<file path="config.mk">
export PLATFORM = sky130hd
export DESIGN_NAME = ps2_mouse_packet_decoder_top
export DESIGN_NICKNAME = d
export VERILOG_FILES = /design/src/sv/pmpd_pkg.sv /design/src/sv/ps2_mouse_packet_decoder_top.sv
export VERILOG_INCLUDE_DIRS = /design/src /design/src/sv
export SDC_FILE = /design/constraint.sdc
export NUM_CORES = 1
export LEC_CHECK = 0
export BUFFER_PORTS_ARGS = -buffer_cell sky130_fd_sc_hd__buf_2
export CAP_MARGIN = 20
export CORE_MARGIN = 3
export CORE_UTILIZATION = 30
export DETAILED_ROUTE_END_ITERATION = 16
export GPL_TIMING_DRIVEN = 0
export PLACE_DENSITY = 0.5
export SYNTH_ARGS = -nofsm -noshare
export SYNTH_HDL_FRONTEND = slang
export SYNTH_SLANG_ARGS = --single-unit
</file>
<file path="constraint.sdc">
create_clock -name clk -period 5.3 [get_ports clk]
set_clock_uncertainty 0.05 [all_clocks]
set_input_delay 1.06 -clock clk [delete_from_list [all_inputs] [get_ports clk]]
set_output_delay 1.06 -clock clk [all_outputs]
set_load 0.005 [all_outputs]
</file>
<file path="src/sv/ps2_mouse_packet_decoder_top_assert.svh">
// Assertion shorthands for the mouse packet decoder.
// All of them sample on clk and are off while arst_n is low.
`ifndef PS2_MOUSE_PACKET_DECODER_TOP_ASSERT_SVH
`define PS2_MOUSE_PACKET_DECODER_TOP_ASSERT_SVH

// cond must never hold
`define PMPD_NEVER(label, cond, msg) \
	label: assert property (@(posedge clk) disable iff (!arst_n) !(cond)) \
		else $error(msg);

// ante implies cons in the same cycle
`define PMPD_IMPLY(label, ante, cons, msg) \
	label: assert property (@(posedge clk) disable iff (!arst_n) (ante) |-> (cons)) \
		else $error(msg);

// ante implies cons in the next cycle
`define PMPD_IMPLY_NEXT(label, ante, cons, msg) \
	label: assert property (@(posedge clk) disable iff (!arst_n) (ante) |=> (cons)) \
		else $error(msg);

`endif

</file>
<file path="src/sv/pmpd_pkg.sv">
`timescale 1ns / 1ps

package pmpd_pkg;

	// cursor register width default
	localparam int POSITION_BITS_DEF = 12;

	// field and bus widths
	localparam int SIZE_W    = 13;
	localparam int POS_OUT_W = 12;
	localparam int DELTA_W   = 8;
	localparam int BTN_W     = 3;
	localparam int DATA_W    = 32;
	localparam int PADDR_W   = 3;

	// register reset values
	localparam int RESET_WIDTH  = 1024;
	localparam int RESET_HEIGHT = 768;

	// register index, taken from paddr[2]
	localparam logic REG_SCREEN_WIDTH  = 1'b0;
	localparam logic REG_SCREEN_HEIGHT = 1'b1;

	// transaction opcodes
	localparam logic OP_BYTE    = 1'b0;
	localparam logic OP_RESTART = 1'b1;

	// bit positions inside the first byte of a packet
	localparam int SYNC_BIT  = 3;
	localparam int XSIGN_BIT = 4;
	localparam int YSIGN_BIT = 5;
	localparam int XOVF_BIT  = 6;
	localparam int YOVF_BIT  = 7;

	// movement clamp before doubling
	localparam int DELTA_LIM = 32;

	typedef logic [7:0] byte_t;

	typedef struct packed {
		logic signed [DELTA_W-1:0] delta_x;
		logic signed [DELTA_W-1:0] delta_y;
		logic [BTN_W-1:0]          buttons;
		logic [POS_OUT_W-1:0]      pos_x;
		logic [POS_OUT_W-1:0]      pos_y;
	} result_t;

endpackage

</file>
<file path="src/sv/ps2_mouse_packet_decoder_top.sv">
`timescale 1ns / 1ps

`include "ps2_mouse_packet_decoder_top_assert.svh"

// PS/2 mouse packet decoder with absolute cursor.
//
// Input channel (in_valid / in_stall): one transaction per mouse byte (op = byte)
// or a restart (op = restart), which drops any partial packet and centres the
// cursor on the configured screen. Output channel (out_valid / out_stall): one
// transaction per good three-byte packet, carrying doubled deltas, buttons and
// the new cursor position. Resync and overflow packets give nothing.
// Screen size lives in two APB registers (width at 0x0, height at 0x4); write
// them only while the block is idle.
//
// Timing: an accepted item waits in the input register, is decoded by a
// single pass of logic and lands in the result register, which offers it.
// One item per cycle is taken whilst the result register is free or being
// drained.
// Stall: a held result blocks the decode stage; the input register then acts
// as a skid, taking one more item before in_stall rises.
// Reset: partial packet dropped, cursor at the centre of 1024 x 768, both
// registers back to 1024 and 768, both channels empty.
module ps2_mouse_packet_decoder_top
	import pmpd_pkg::*;
#(
	parameter int POSITION_BITS = POSITION_BITS_DEF
) (
	input  logic                      clk,
	input  logic                      arst_n,
	// APB configuration
	input  logic                      psel,
	input  logic                      penable,
	input  logic                      pwrite,
	input  logic [PADDR_W-1:0]        paddr,
	input  logic [DATA_W-1:0]         pwdata,
	output logic [DATA_W-1:0]         prdata,
	output logic                      pready,
	// input channel
	input  logic                      in_valid,
	output logic                      in_stall,
	input  logic                      op,
	input  logic [7:0]                data_byte,
	// output channel
	output logic                      out_valid,
	input  logic                      out_stall,
	output logic signed [DELTA_W-1:0] delta_x,
	output logic signed [DELTA_W-1:0] delta_y,
	output logic [BTN_W-1:0]          buttons,
	output logic [POS_OUT_W-1:0]      pos_x,
	output logic [POS_OUT_W-1:0]      pos_y
);

	// compare width: room for the larger of cursor and size, plus sign and carry
	localparam int CW    = ((POSITION_BITS > SIZE_W) ? POSITION_BITS : SIZE_W) + 2;
	localparam int MAXP  = (1 << POSITION_BITS) - 1;
	localparam int CX_RST = ((RESET_WIDTH / 2) > MAXP) ? MAXP : (RESET_WIDTH / 2);
	localparam int CY_RST = ((RESET_HEIGHT / 2) > MAXP) ? MAXP : (RESET_HEIGHT / 2);
	localparam logic [POSITION_BITS-1:0] CUR_X_RST = POSITION_BITS'(CX_RST);
	localparam logic [POSITION_BITS-1:0] CUR_Y_RST = POSITION_BITS'(CY_RST);
	localparam logic [CW-1:0] MAX_POS = CW'(MAXP);

	// configuration registers
	logic [SIZE_W-1:0] width_q, height_q;
	logic              cfg_wr;

	// input register
	logic  valid_s1;
	logic  op_s1;
	byte_t byte_s1;

	// decoder state
	byte_t                    held_q [2];
	logic [1:0]               count_q;
	logic [POSITION_BITS-1:0] cur_x_q, cur_y_q;

	// next state
	byte_t                    held_d [2];
	logic [1:0]               count_d;
	logic [POSITION_BITS-1:0] cur_x_d, cur_y_d;
	logic                     emit;

	// result register
	logic    valid_s2;
	result_t res_s2;
	result_t res_d;

	logic in_fire, advance;

	// centre of a screen axis, limited to the cursor range
	function automatic logic [POSITION_BITS-1:0] centre_of(input logic [SIZE_W-1:0] size);
		logic [CW-1:0] c;
		c = CW'(size[SIZE_W-1:1]);
		if (c > MAX_POS)
			c = MAX_POS;
		return c[POSITION_BITS-1:0];
	endfunction

	// cursor step with clamp to [0, min(size-1, max cursor)]; zero size acts as one
	function automatic logic [POSITION_BITS-1:0] move_pos(
		input logic [POSITION_BITS-1:0] pos,
		input logic signed [DELTA_W-1:0] d,
		input logic [SIZE_W-1:0] size
	);
		logic [CW-1:0]        lim;
		logic signed [CW-1:0] n;
		logic [CW-1:0]        r;
		lim = (size == '0) ? '0 : CW'(size) - CW'(1);
		if (lim > MAX_POS)
			lim = MAX_POS;
		n = $signed({{(CW-POSITION_BITS){1'b0}}, pos})
			+ $signed({{(CW-DELTA_W){d[DELTA_W-1]}}, d});
		if (n < 0)
			r = '0;
		else if ($unsigned(n) > lim)
			r = lim;
		else
			r = $unsigned(n);
		return r[POSITION_BITS-1:0];
	endfunction

	// clamp a 9-bit movement to +/-32; result fits 7 bits signed
	function automatic logic signed [6:0] clamp_mv(input logic signed [8:0] m);
		logic signed [6:0] r;
		if (m > 9'sd32)
			r = 7'(DELTA_LIM);
		else if (m < -9'sd32)
			r = -7'(DELTA_LIM);
		else
			r = m[6:0];
		return r;
	endfunction

	// ---------------------------------------------------------------- APB
	assign pready = 1'b1;
	assign cfg_wr = psel & penable & pwrite;
	assign prdata = (paddr[2] == REG_SCREEN_HEIGHT)
		? {{(DATA_W-SIZE_W){1'b0}}, height_q}
		: {{(DATA_W-SIZE_W){1'b0}}, width_q};

	always_ff @(posedge clk or negedge arst_n) begin
		if (!arst_n) begin
			width_q  <= SIZE_W'(RESET_WIDTH);
			height_q <= SIZE_W'(RESET_HEIGHT);
		end else if (cfg_wr) begin
			if (paddr[2] == REG_SCREEN_WIDTH)
				width_q <= pwdata[SIZE_W-1:0];
			else
				height_q <= pwdata[SIZE_W-1:0];
		end
	end

	// ---------------------------------------------------------------- handshake
	// Decode stage moves on unless a result is stuck in the output register.
	assign advance  = valid_s1 & ~(valid_s2 & out_stall);
	assign in_stall = valid_s1 & valid_s2 & out_stall;
	assign in_fire  = in_valid & ~in_stall;

	always_ff @(posedge clk or negedge arst_n) begin
		if (!arst_n) begin
			valid_s1 <= 1'b0;
		end else if (in_fire) begin
			valid_s1 <= 1'b1;
		end else if (advance) begin
			valid_s1 <= 1'b0;
		end
	end

	always_ff @(posedge clk) begin
		if (in_fire) begin
			op_s1   <= op;
			byte_s1 <= data_byte;
		end
	end

	// ---------------------------------------------------------------- decode
	always_comb begin
		logic              flags_ok;
		logic signed [6:0] mx, my, my_n;
		held_d[0] = held_q[0];
		held_d[1] = held_q[1];
		count_d   = count_q;
		cur_x_d   = cur_x_q;
		cur_y_d   = cur_y_q;
		emit      = 1'b0;

		// movement from held header, second byte and current byte
		mx   = clamp_mv($signed({held_q[0][XSIGN_BIT], held_q[1]}));
		my   = clamp_mv($signed({held_q[0][YSIGN_BIT], byte_s1}));
		my_n = -my;
		res_d.delta_x = {mx, 1'b0};
		res_d.delta_y = {my_n, 1'b0};
		res_d.buttons = held_q[0][BTN_W-1:0];
		flags_ok = ~held_q[0][XOVF_BIT] & ~held_q[0][YOVF_BIT];

		case (op_s1)
			OP_RESTART: begin
				count_d = '0;
				cur_x_d = centre_of(width_q);
				cur_y_d = centre_of(height_q);
			end
			OP_BYTE: begin
				if (!count_q[1]) begin
					held_d[count_q[0]] = byte_s1;
					count_d = count_q + 2'd1;
				end else begin
					count_d = '0;
					if (!held_q[0][SYNC_BIT]) begin
						// header lost: slide to the next byte that looks like one
						if (held_q[1][SYNC_BIT]) begin
							held_d[0] = held_q[1];
							held_d[1] = byte_s1;
							count_d   = 2'd2;
						end else if (byte_s1[SYNC_BIT]) begin
							held_d[0] = byte_s1;
							count_d   = 2'd1;
						end
					end else if (flags_ok) begin
						emit    = 1'b1;
						cur_x_d = move_pos(cur_x_q, res_d.delta_x, width_q);
						cur_y_d = move_pos(cur_y_q, res_d.delta_y, height_q);
					end
				end
			end
			default: begin
			end
		endcase

		// output positions are the low twelve bits of the cursor
		res_d.pos_x = POS_OUT_W'(cur_x_d);
		res_d.pos_y = POS_OUT_W'(cur_y_d);
	end

	always_ff @(posedge clk or negedge arst_n) begin
		if (!arst_n) begin
			count_q <= '0;
			cur_x_q <= CUR_X_RST;
			cur_y_q <= CUR_Y_RST;
		end else if (advance) begin
			count_q <= count_d;
			cur_x_q <= cur_x_d;
			cur_y_q <= cur_y_d;
		end
	end

	// header bytes: no reset, only read after being written
	always_ff @(posedge clk) begin
		if (advance) begin
			held_q[0] <= held_d[0];
			held_q[1] <= held_d[1];
		end
	end

	// ---------------------------------------------------------------- result
	always_ff @(posedge clk or negedge arst_n) begin
		if (!arst_n) begin
			valid_s2 <= 1'b0;
		end else if (advance) begin
			valid_s2 <= emit;
		end else if (!out_stall) begin
			valid_s2 <= 1'b0;
		end
	end

	always_ff @(posedge clk) begin
		if (advance && emit)
			res_s2 <= res_d;
	end

	assign out_valid = valid_s2;
	assign delta_x   = res_s2.delta_x;
	assign delta_y   = res_s2.delta_y;
	assign buttons   = res_s2.buttons;
	assign pos_x     = res_s2.pos_x;
	assign pos_y     = res_s2.pos_y;

	// ---------------------------------------------------------------- checks
	`PMPD_NEVER(a_count_range, count_q == 2'd3, "byte count reached three")
	`PMPD_IMPLY(a_stall_cause, in_stall, valid_s1 && valid_s2 && out_stall,
		"input stalled without a held result")
	`PMPD_IMPLY(a_emit_full, advance && emit, op_s1 == OP_BYTE && count_q == 2'd2,
		"result from an incomplete packet")
	`PMPD_IMPLY_NEXT(a_restart_clears, advance && op_s1 == OP_RESTART, count_q == 2'd0,
		"restart left bytes held")

endmodule

</file>
# After elaboration in Yosys (flattened, before gate mapping)
# Memory sizes are Yosys's and may differ from the RTL's.
# Index checks and enable logic that the tools add are counted.
[word_totals] ff_bits=104 ramBits=16 inputBits=51 output_inout_bits=78 word_cells=109 n_memories=1
[memory_table] name="held_q" depth=2 width=8 rd=2 rd_clocked_by_memory_dff=0 wr=2 line_no="ps2_mouse_packet_decoder_top.sv:72" source="byte_t held_q [2];"
[classes] n_addsub=6 magnitude_cmp=12 eq_ne=1 mux=53 bitwise_logic=15 n_reduce_logical=7
[op_table] cell="15-bit 2-to-1 mux" count=12
[op_table] cell="12-bit 2-to-1 mux" count=10
[op_table] cell="16-bit 2-to-1 mux" count=3
[op_table] cell="12-bit case mux with 2 select lines" count=2
[op_table] cell="8-bit 2-to-1 mux" count=4
[op_table] cell="15-bit by 12-bit > comparator with 1-bit output (second input constant)" count=2
[op_table] cell="15-bit > comparator" count=2
[op_table] cell="13-bit by 8-bit adder with 14-bit output" count=2
[op_table] cell="14-bit by 1-bit less-than comparator with 1-bit output (second input constant)" count=2
[op_table] cell="7-bit 2-to-1 mux" count=4
[op_table] cell="13-bit by 1-bit subtractor with 14-bit output (second input constant)" count=2
[op_table] cell="13-bit logical NOT" count=2
[op_table] cell="9-bit by 7-bit > comparator with 1-bit output (second input constant)" count=2
[op_table] cell="9-bit by 6-bit less-than comparator with 1-bit output (second input constant)" count=2
[op_table] cell="16-bit bitwise mux" count=1
[op_table] cell="13-bit 2-to-1 mux" count=1
[op_table] cell="1-bit 2-to-1 mux" count=11
[op_table] cell="1-bit AND" count=8
[op_table] cell="8-bit demux with 1-bit select" count=1
[op_table] cell="7-bit negator" count=1
[op_table] cell="2-bit 2-to-1 mux" count=3
[op_table] cell="1-bit inverter" count=6
[op_table] cell="2-bit case mux with 2 select lines" count=1
[op_table] cell="2-bit AND reduction" count=2
[op_table] cell="7 further kinds" count=8

# Longest topological paths before layout
[logic_depth] depth_word=15 mapped_depth=25

# Worst setup path after synthesis
# OpenSTA, ideal clock, no wires.
[synth_path] path_type="register to register" start="register byte_s1[3]" end="register res_s2 (netlist bit pos_y[3]) (data pin)" arrival_ns=5.175 required_ns=4.982 path_slack_ns=-0.193 path_stages_with_launch=21 path_buffers=1 period_less_slack_ns=5.493 cell_sequence="edfxtp_1 nor2_1 nand2_1 o21ai_0 a21o_1 nand2_1 ha_1 a31oi_1 ha_1 a21oi_1 a21oi_1 or4_1 ha_1 and4_1 a21oi_1 nand3_1 o21ai_1 buf_1 mux2i_1 o21ai_1 a21boi_2"
[synth_lines] element="start, declared" line_no="ps2_mouse_packet_decoder_top.sv:69" source="byte_t byte_s1;"
[synth_lines] element="start signal, assigned" line_no="ps2_mouse_packet_decoder_top.sv:171" source="byte_s1 <= data_byte;"
[synth_lines] element="end signal, assigned" line_no="ps2_mouse_packet_decoder_top.sv:266" source="res_s2 <= res_d;"
[synth_lines] element="end, declared" line_no="ps2_mouse_packet_decoder_top.sv:84" source="result_t res_s2;"

==> key figures <==
Global route
  • Gr usage total: 16.8%
  • Number of antenna violations at the first check in global routing: 0
  • First-pass GRT wire length: 39400 µm
  • Maximum number of pins on one net before global-route repair: 55
  • Vias in the first global route: 6865
  • Grt total ovfl: 0

Clocking
  • CTS tree: done
  • Clk buf depth: 2
  • CTS buffer count: 17
  • # hold bufs at CTS: 0
  • Clock Latency Late Sink: 0.43 ns
  • CTS Sinks: 120
  • Clock transition at path regs: 0.06 ns
  • H-tree lvl count: 4
  • Clk root buf: clkbuf_16

STA
  • Slew Limit Headroom: 19.5%
  • Final Setup Violations: 0
  • Final hold violation count: 0
  • Worst Max-Slew Pin Slew: 1.20 ns
  • Final worst setup slack: 0.203 ns
  • Slew Limit Fails: 0
  • Period utilization: 96.2%
  • Post-layout min period: 5.10 ns
  • Top achievable clock speed: 196 MHz

Final layout
  • Synth-to-Final Area Change: 27.3%
  • Multi-input logic area: 0.00493 mm²
  • NumNets Final: 1124
  • N_diodes: 0
  • Fraction of layout cells with a size suffix above 1: 30.4%
  • Reg area: 0.00334 mm²
  • Final Non-Filler Cells: 1396
  • Layout Cell Area excl Fill: 0.0106 mm²
  • Fill cell count: 2741

Synth
  • Fraction of synthesized area in multiplexers: 7.35%
  • Yosys top cell area share: 23.8%
  • Synth Instances: 845
  • Yosys cell types: 71
  • Simple-gate share of the synthesized area: 13.5%
  • Synth area leaders: edfxtp_1, dfrtp_1, ha_1, mux2_2, a21oi_1
  • XOR/XNOR share of the synthesized area: 3.88%
  • Async set or reset register ratio after synthesis: 45.0%
  • Area share of fa/ha/maj cells after synthesis: 9.48%
  • Synth Area in Compound Gates: 19.4%
  • Post-synthesis cell area: 0.00834 mm²
  • Top_reg_cell synth: edfxtp_1
  • Avg Cell Area, Syn: 9.87 µm²
  • Post-synth EDFFs: 66
  • Synth Register Bits: 120
  • Main combinational cell family by area after synthesis: compound AO/OA/AOI/OAI gates
  • Cell taking the most area after synthesis: edfxtp_1
  • Sequential share of the synthesized area: 40.0%
  • Syn. warnings: 0

Power
  • Pwr/cell area: 410 mW/mm²
  • Leak: 4.52 nW
  • Worst-case vdd ir drop: 0.246 mV

Worst setup path
  • Critical path type: reg2reg
  • CP startpoint kind: flop
  • Crit. End Element: flop
  • Flop-to-flop setup slack: 0.20 ns
  • Worst Path Arrival: 5.27 ns
  • CP Data Required Time: 5.47 ns
  • Crit Path Max Fanout: 4

Placed design
  • Dpl cell area: 0.00935 mm²
  • Post-Place Cells: 1326
  • Hpwl dp: 18800 µm
  • IO buf count: 84
  • Placement Setup Slack: -1.16 ns
  • RD Place Congestion: 0.872

Route
  • Routed WL: 25300 µm
  • DRT iter0 DRCs: 357
  • 1st-pass router iterations: 5
  • Routed vias/inst: 4.98
  • Routed len/inst: 18.1 µm
  • Detailed-route via count: 6959
  • Drt drc: 0
  • Post-DRT Antenna Nets: 0

Die
  • I/O pin total: 129
  • Core footprint: 0.0272 mm²
  • Cell row count: 60
  • Die Ht: 173 µm
  • Die Wd: 173 µm
  • Initial core utilization: 30.7%
  • DIE AREA: 0.0298 mm²

Worst hold path
  • HP Class: reg2reg

Flow run
  • Max-Cap Viols: 0

Outcome
  • Outcome: completed
-- worst paths after layout --
check | startpoint | to | cells past startpoint
worst min-delay path | held_q[0][1]$_DFFE_PP_ | buttons[1]$_DFFE_PP_ | 0
min in group asynchronous | arst_n | cur_x_q[6]$_DFFE_PN0P_ | 1
worst max-delay path | held_q[0][10]$_DFFE_PP_ | pos_x[11]$_DFFE_PP_ | 21
worst max register to register | held_q[0][10]$_DFFE_PP_ | pos_x[11]$_DFFE_PP_ | 21
max in group asynchronous | arst_n | width_q[7]$_DFFE_PN0P_ | 1
worst min register to register | held_q[0][1]$_DFFE_PP_ | buttons[1]$_DFFE_PP_ | 0
-- per-layer routing --
metal / global-route usage (%) / wire (µm) / up-vias
met5: 0 / 0 / -
met4: 5.41 / 505 / 0
met3: 3.14 / 1160 / 30
met2: 28.3 / 12300 / 154
met1: 22.0 / 11300 / 3380
li1: - / - / 3395
-- report_power, final --
part           internal, mW  leakage, nW  total (mW)  switching (mW)
clock                 0.713        0.292        1.22           0.505
combinational         0.873         2.97        1.86           0.988
sequential             1.12         1.26        1.28           0.160
total                  2.71         4.52        4.36            1.65
-- kinds of logic after synthesis --
group / count (synthesis)
and+or+nand+nor: 212
DFF: 120
muxes: 56
xor gates and xnor gates: 37
buffers and inverters: 110
other: 2
adders and majority gates: 62
AOI/OAI and AO/OA: 246
-- state kept, by name (all words and copies together) (netlist names), 8 cells and up --
name / cells
held_q: 16
height_q: 13
width_q: 13
cur_x_q: 12
cur_y_q: 12
pos_x: 12
pos_y: 12
byte_s1: 8
-- worst max-delay path, stage by stage, from the launching register on --
cell	delay (ns)
edfxtp_1	0.43
nor3_2	0.20
nand2_1	0.12
a2111oi_4	0.32
a41oi_2	0.11
nor2b_2	0.22
ha_2	0.22
inv_1	0.06
fa_2	0.39
nor2b_2	0.15
o31a_1	0.17
buf_6	0.13
o211ai_1	0.11
a311oi_2	0.39
ha_1	0.29
and3_4	0.16
a21boi_2	0.16
o31ai_2	0.32
buf_4	0.17
mux2i_2	0.07
or4_4	0.55
o311ai_4	0.09
-- placed cells by master (no fill, tap or decap), types with 12 or more instances in the layout --
| cell type | synthesis | final |
|---|---|---|
| o21ai_1 | 11 | 16 |
| edfxtp_1 | 66 | 66 |
| a22oi_1 | 16 | 16 |
| and2_1 | 22 | 22 |
| clkbuf_16 | 0 | 17 |
| nor2_1 | 39 | 36 |
| inv_1 | 47 | 46 |
| nor2b_1 | 23 | 18 |
| a21o_1 | 21 | 21 |
| buf_2 | 5 | 88 |
| ha_1 | 60 | 53 |
| o21ai_0 | 45 | 36 |
| dfrtp_1 | 48 | 48 |
| nand2_1 | 41 | 35 |
| conb_1 | 2 | 26 |
| buf_4 | 22 | 59 |
| mux2_2 | 42 | 42 |
| clkbuf_1 | 30 | 28 |
| a21oi_1 | 70 | 63 |
| nand3_1 | 13 | 12 |
| o21a_1 | 15 | 15 |
| xnor2_1 | 26 | 25 |
-- metrics by stage --
step                      hold slack (ns)  power, mW  setup TNS, ns  utilization [%]
after global routing                0.379       4.65        -0.0871             39.1
final                               0.367       4.36              0             39.1
after global placement              0.363       2.84         -46.37             34.3
after CTS                           0.368       4.18              0             37.5
after detailed placement            0.355       2.84         -33.89             34.4
after floorplan                     0.350       2.38              0                -
-- final cells by class --
type | instances | share of cell area [%]
Multi-Input combinational cell | 639 | 46.4
Buffer | 63 | 3.48
Inverter | 47 | 1.66
Sequential cell | 120 | 31.5
Tap cell | 372 | 4.38
Clock inverter | 15 | 1.68
Clock buffer | 17 | 4.01
Timing Repair Buffer | 123 | 6.93
-- repair_timing --
item	CTS	global route
setup buffers	16	22
setup endpoints to repair	47	48
resized for setup	32	64
pin swaps	8	40
-- cells in the mapped netlist, types with 3 or more instances --
cell and count:
buf_2 5, nand2b_1 8, o31ai_1 5, or3_1 7, or4_1 6, nand4b_1 3, a211oi_1 5, ha_1 60
nor3_1 12, inv_1 47, o21a_1 15, nor4_1 8, or2_2 5, nor2b_1 23, nand2_1 41, a22oi_1 16
a21boi_1 4, dfrtp_1 48, buf_1 4, o21ai_1 11, a41oi_1 3, nand3_1 13, edfxtp_1 66, and4_1 3
buf_4 22, a21oi_1 70, a31oi_1 5, and3_1 11, a21o_1 21, and2_1 22, xnor2_1 26, xor2_1 11
mux2_2 42, mux2i_1 14, a22o_1 8, o211ai_1 7, o21ai_0 45, dfstp_2 6, nor2_1 39, nand4_1 5
clkbuf_1 30
Note: power is estimated with default switching activity, not from simulation.
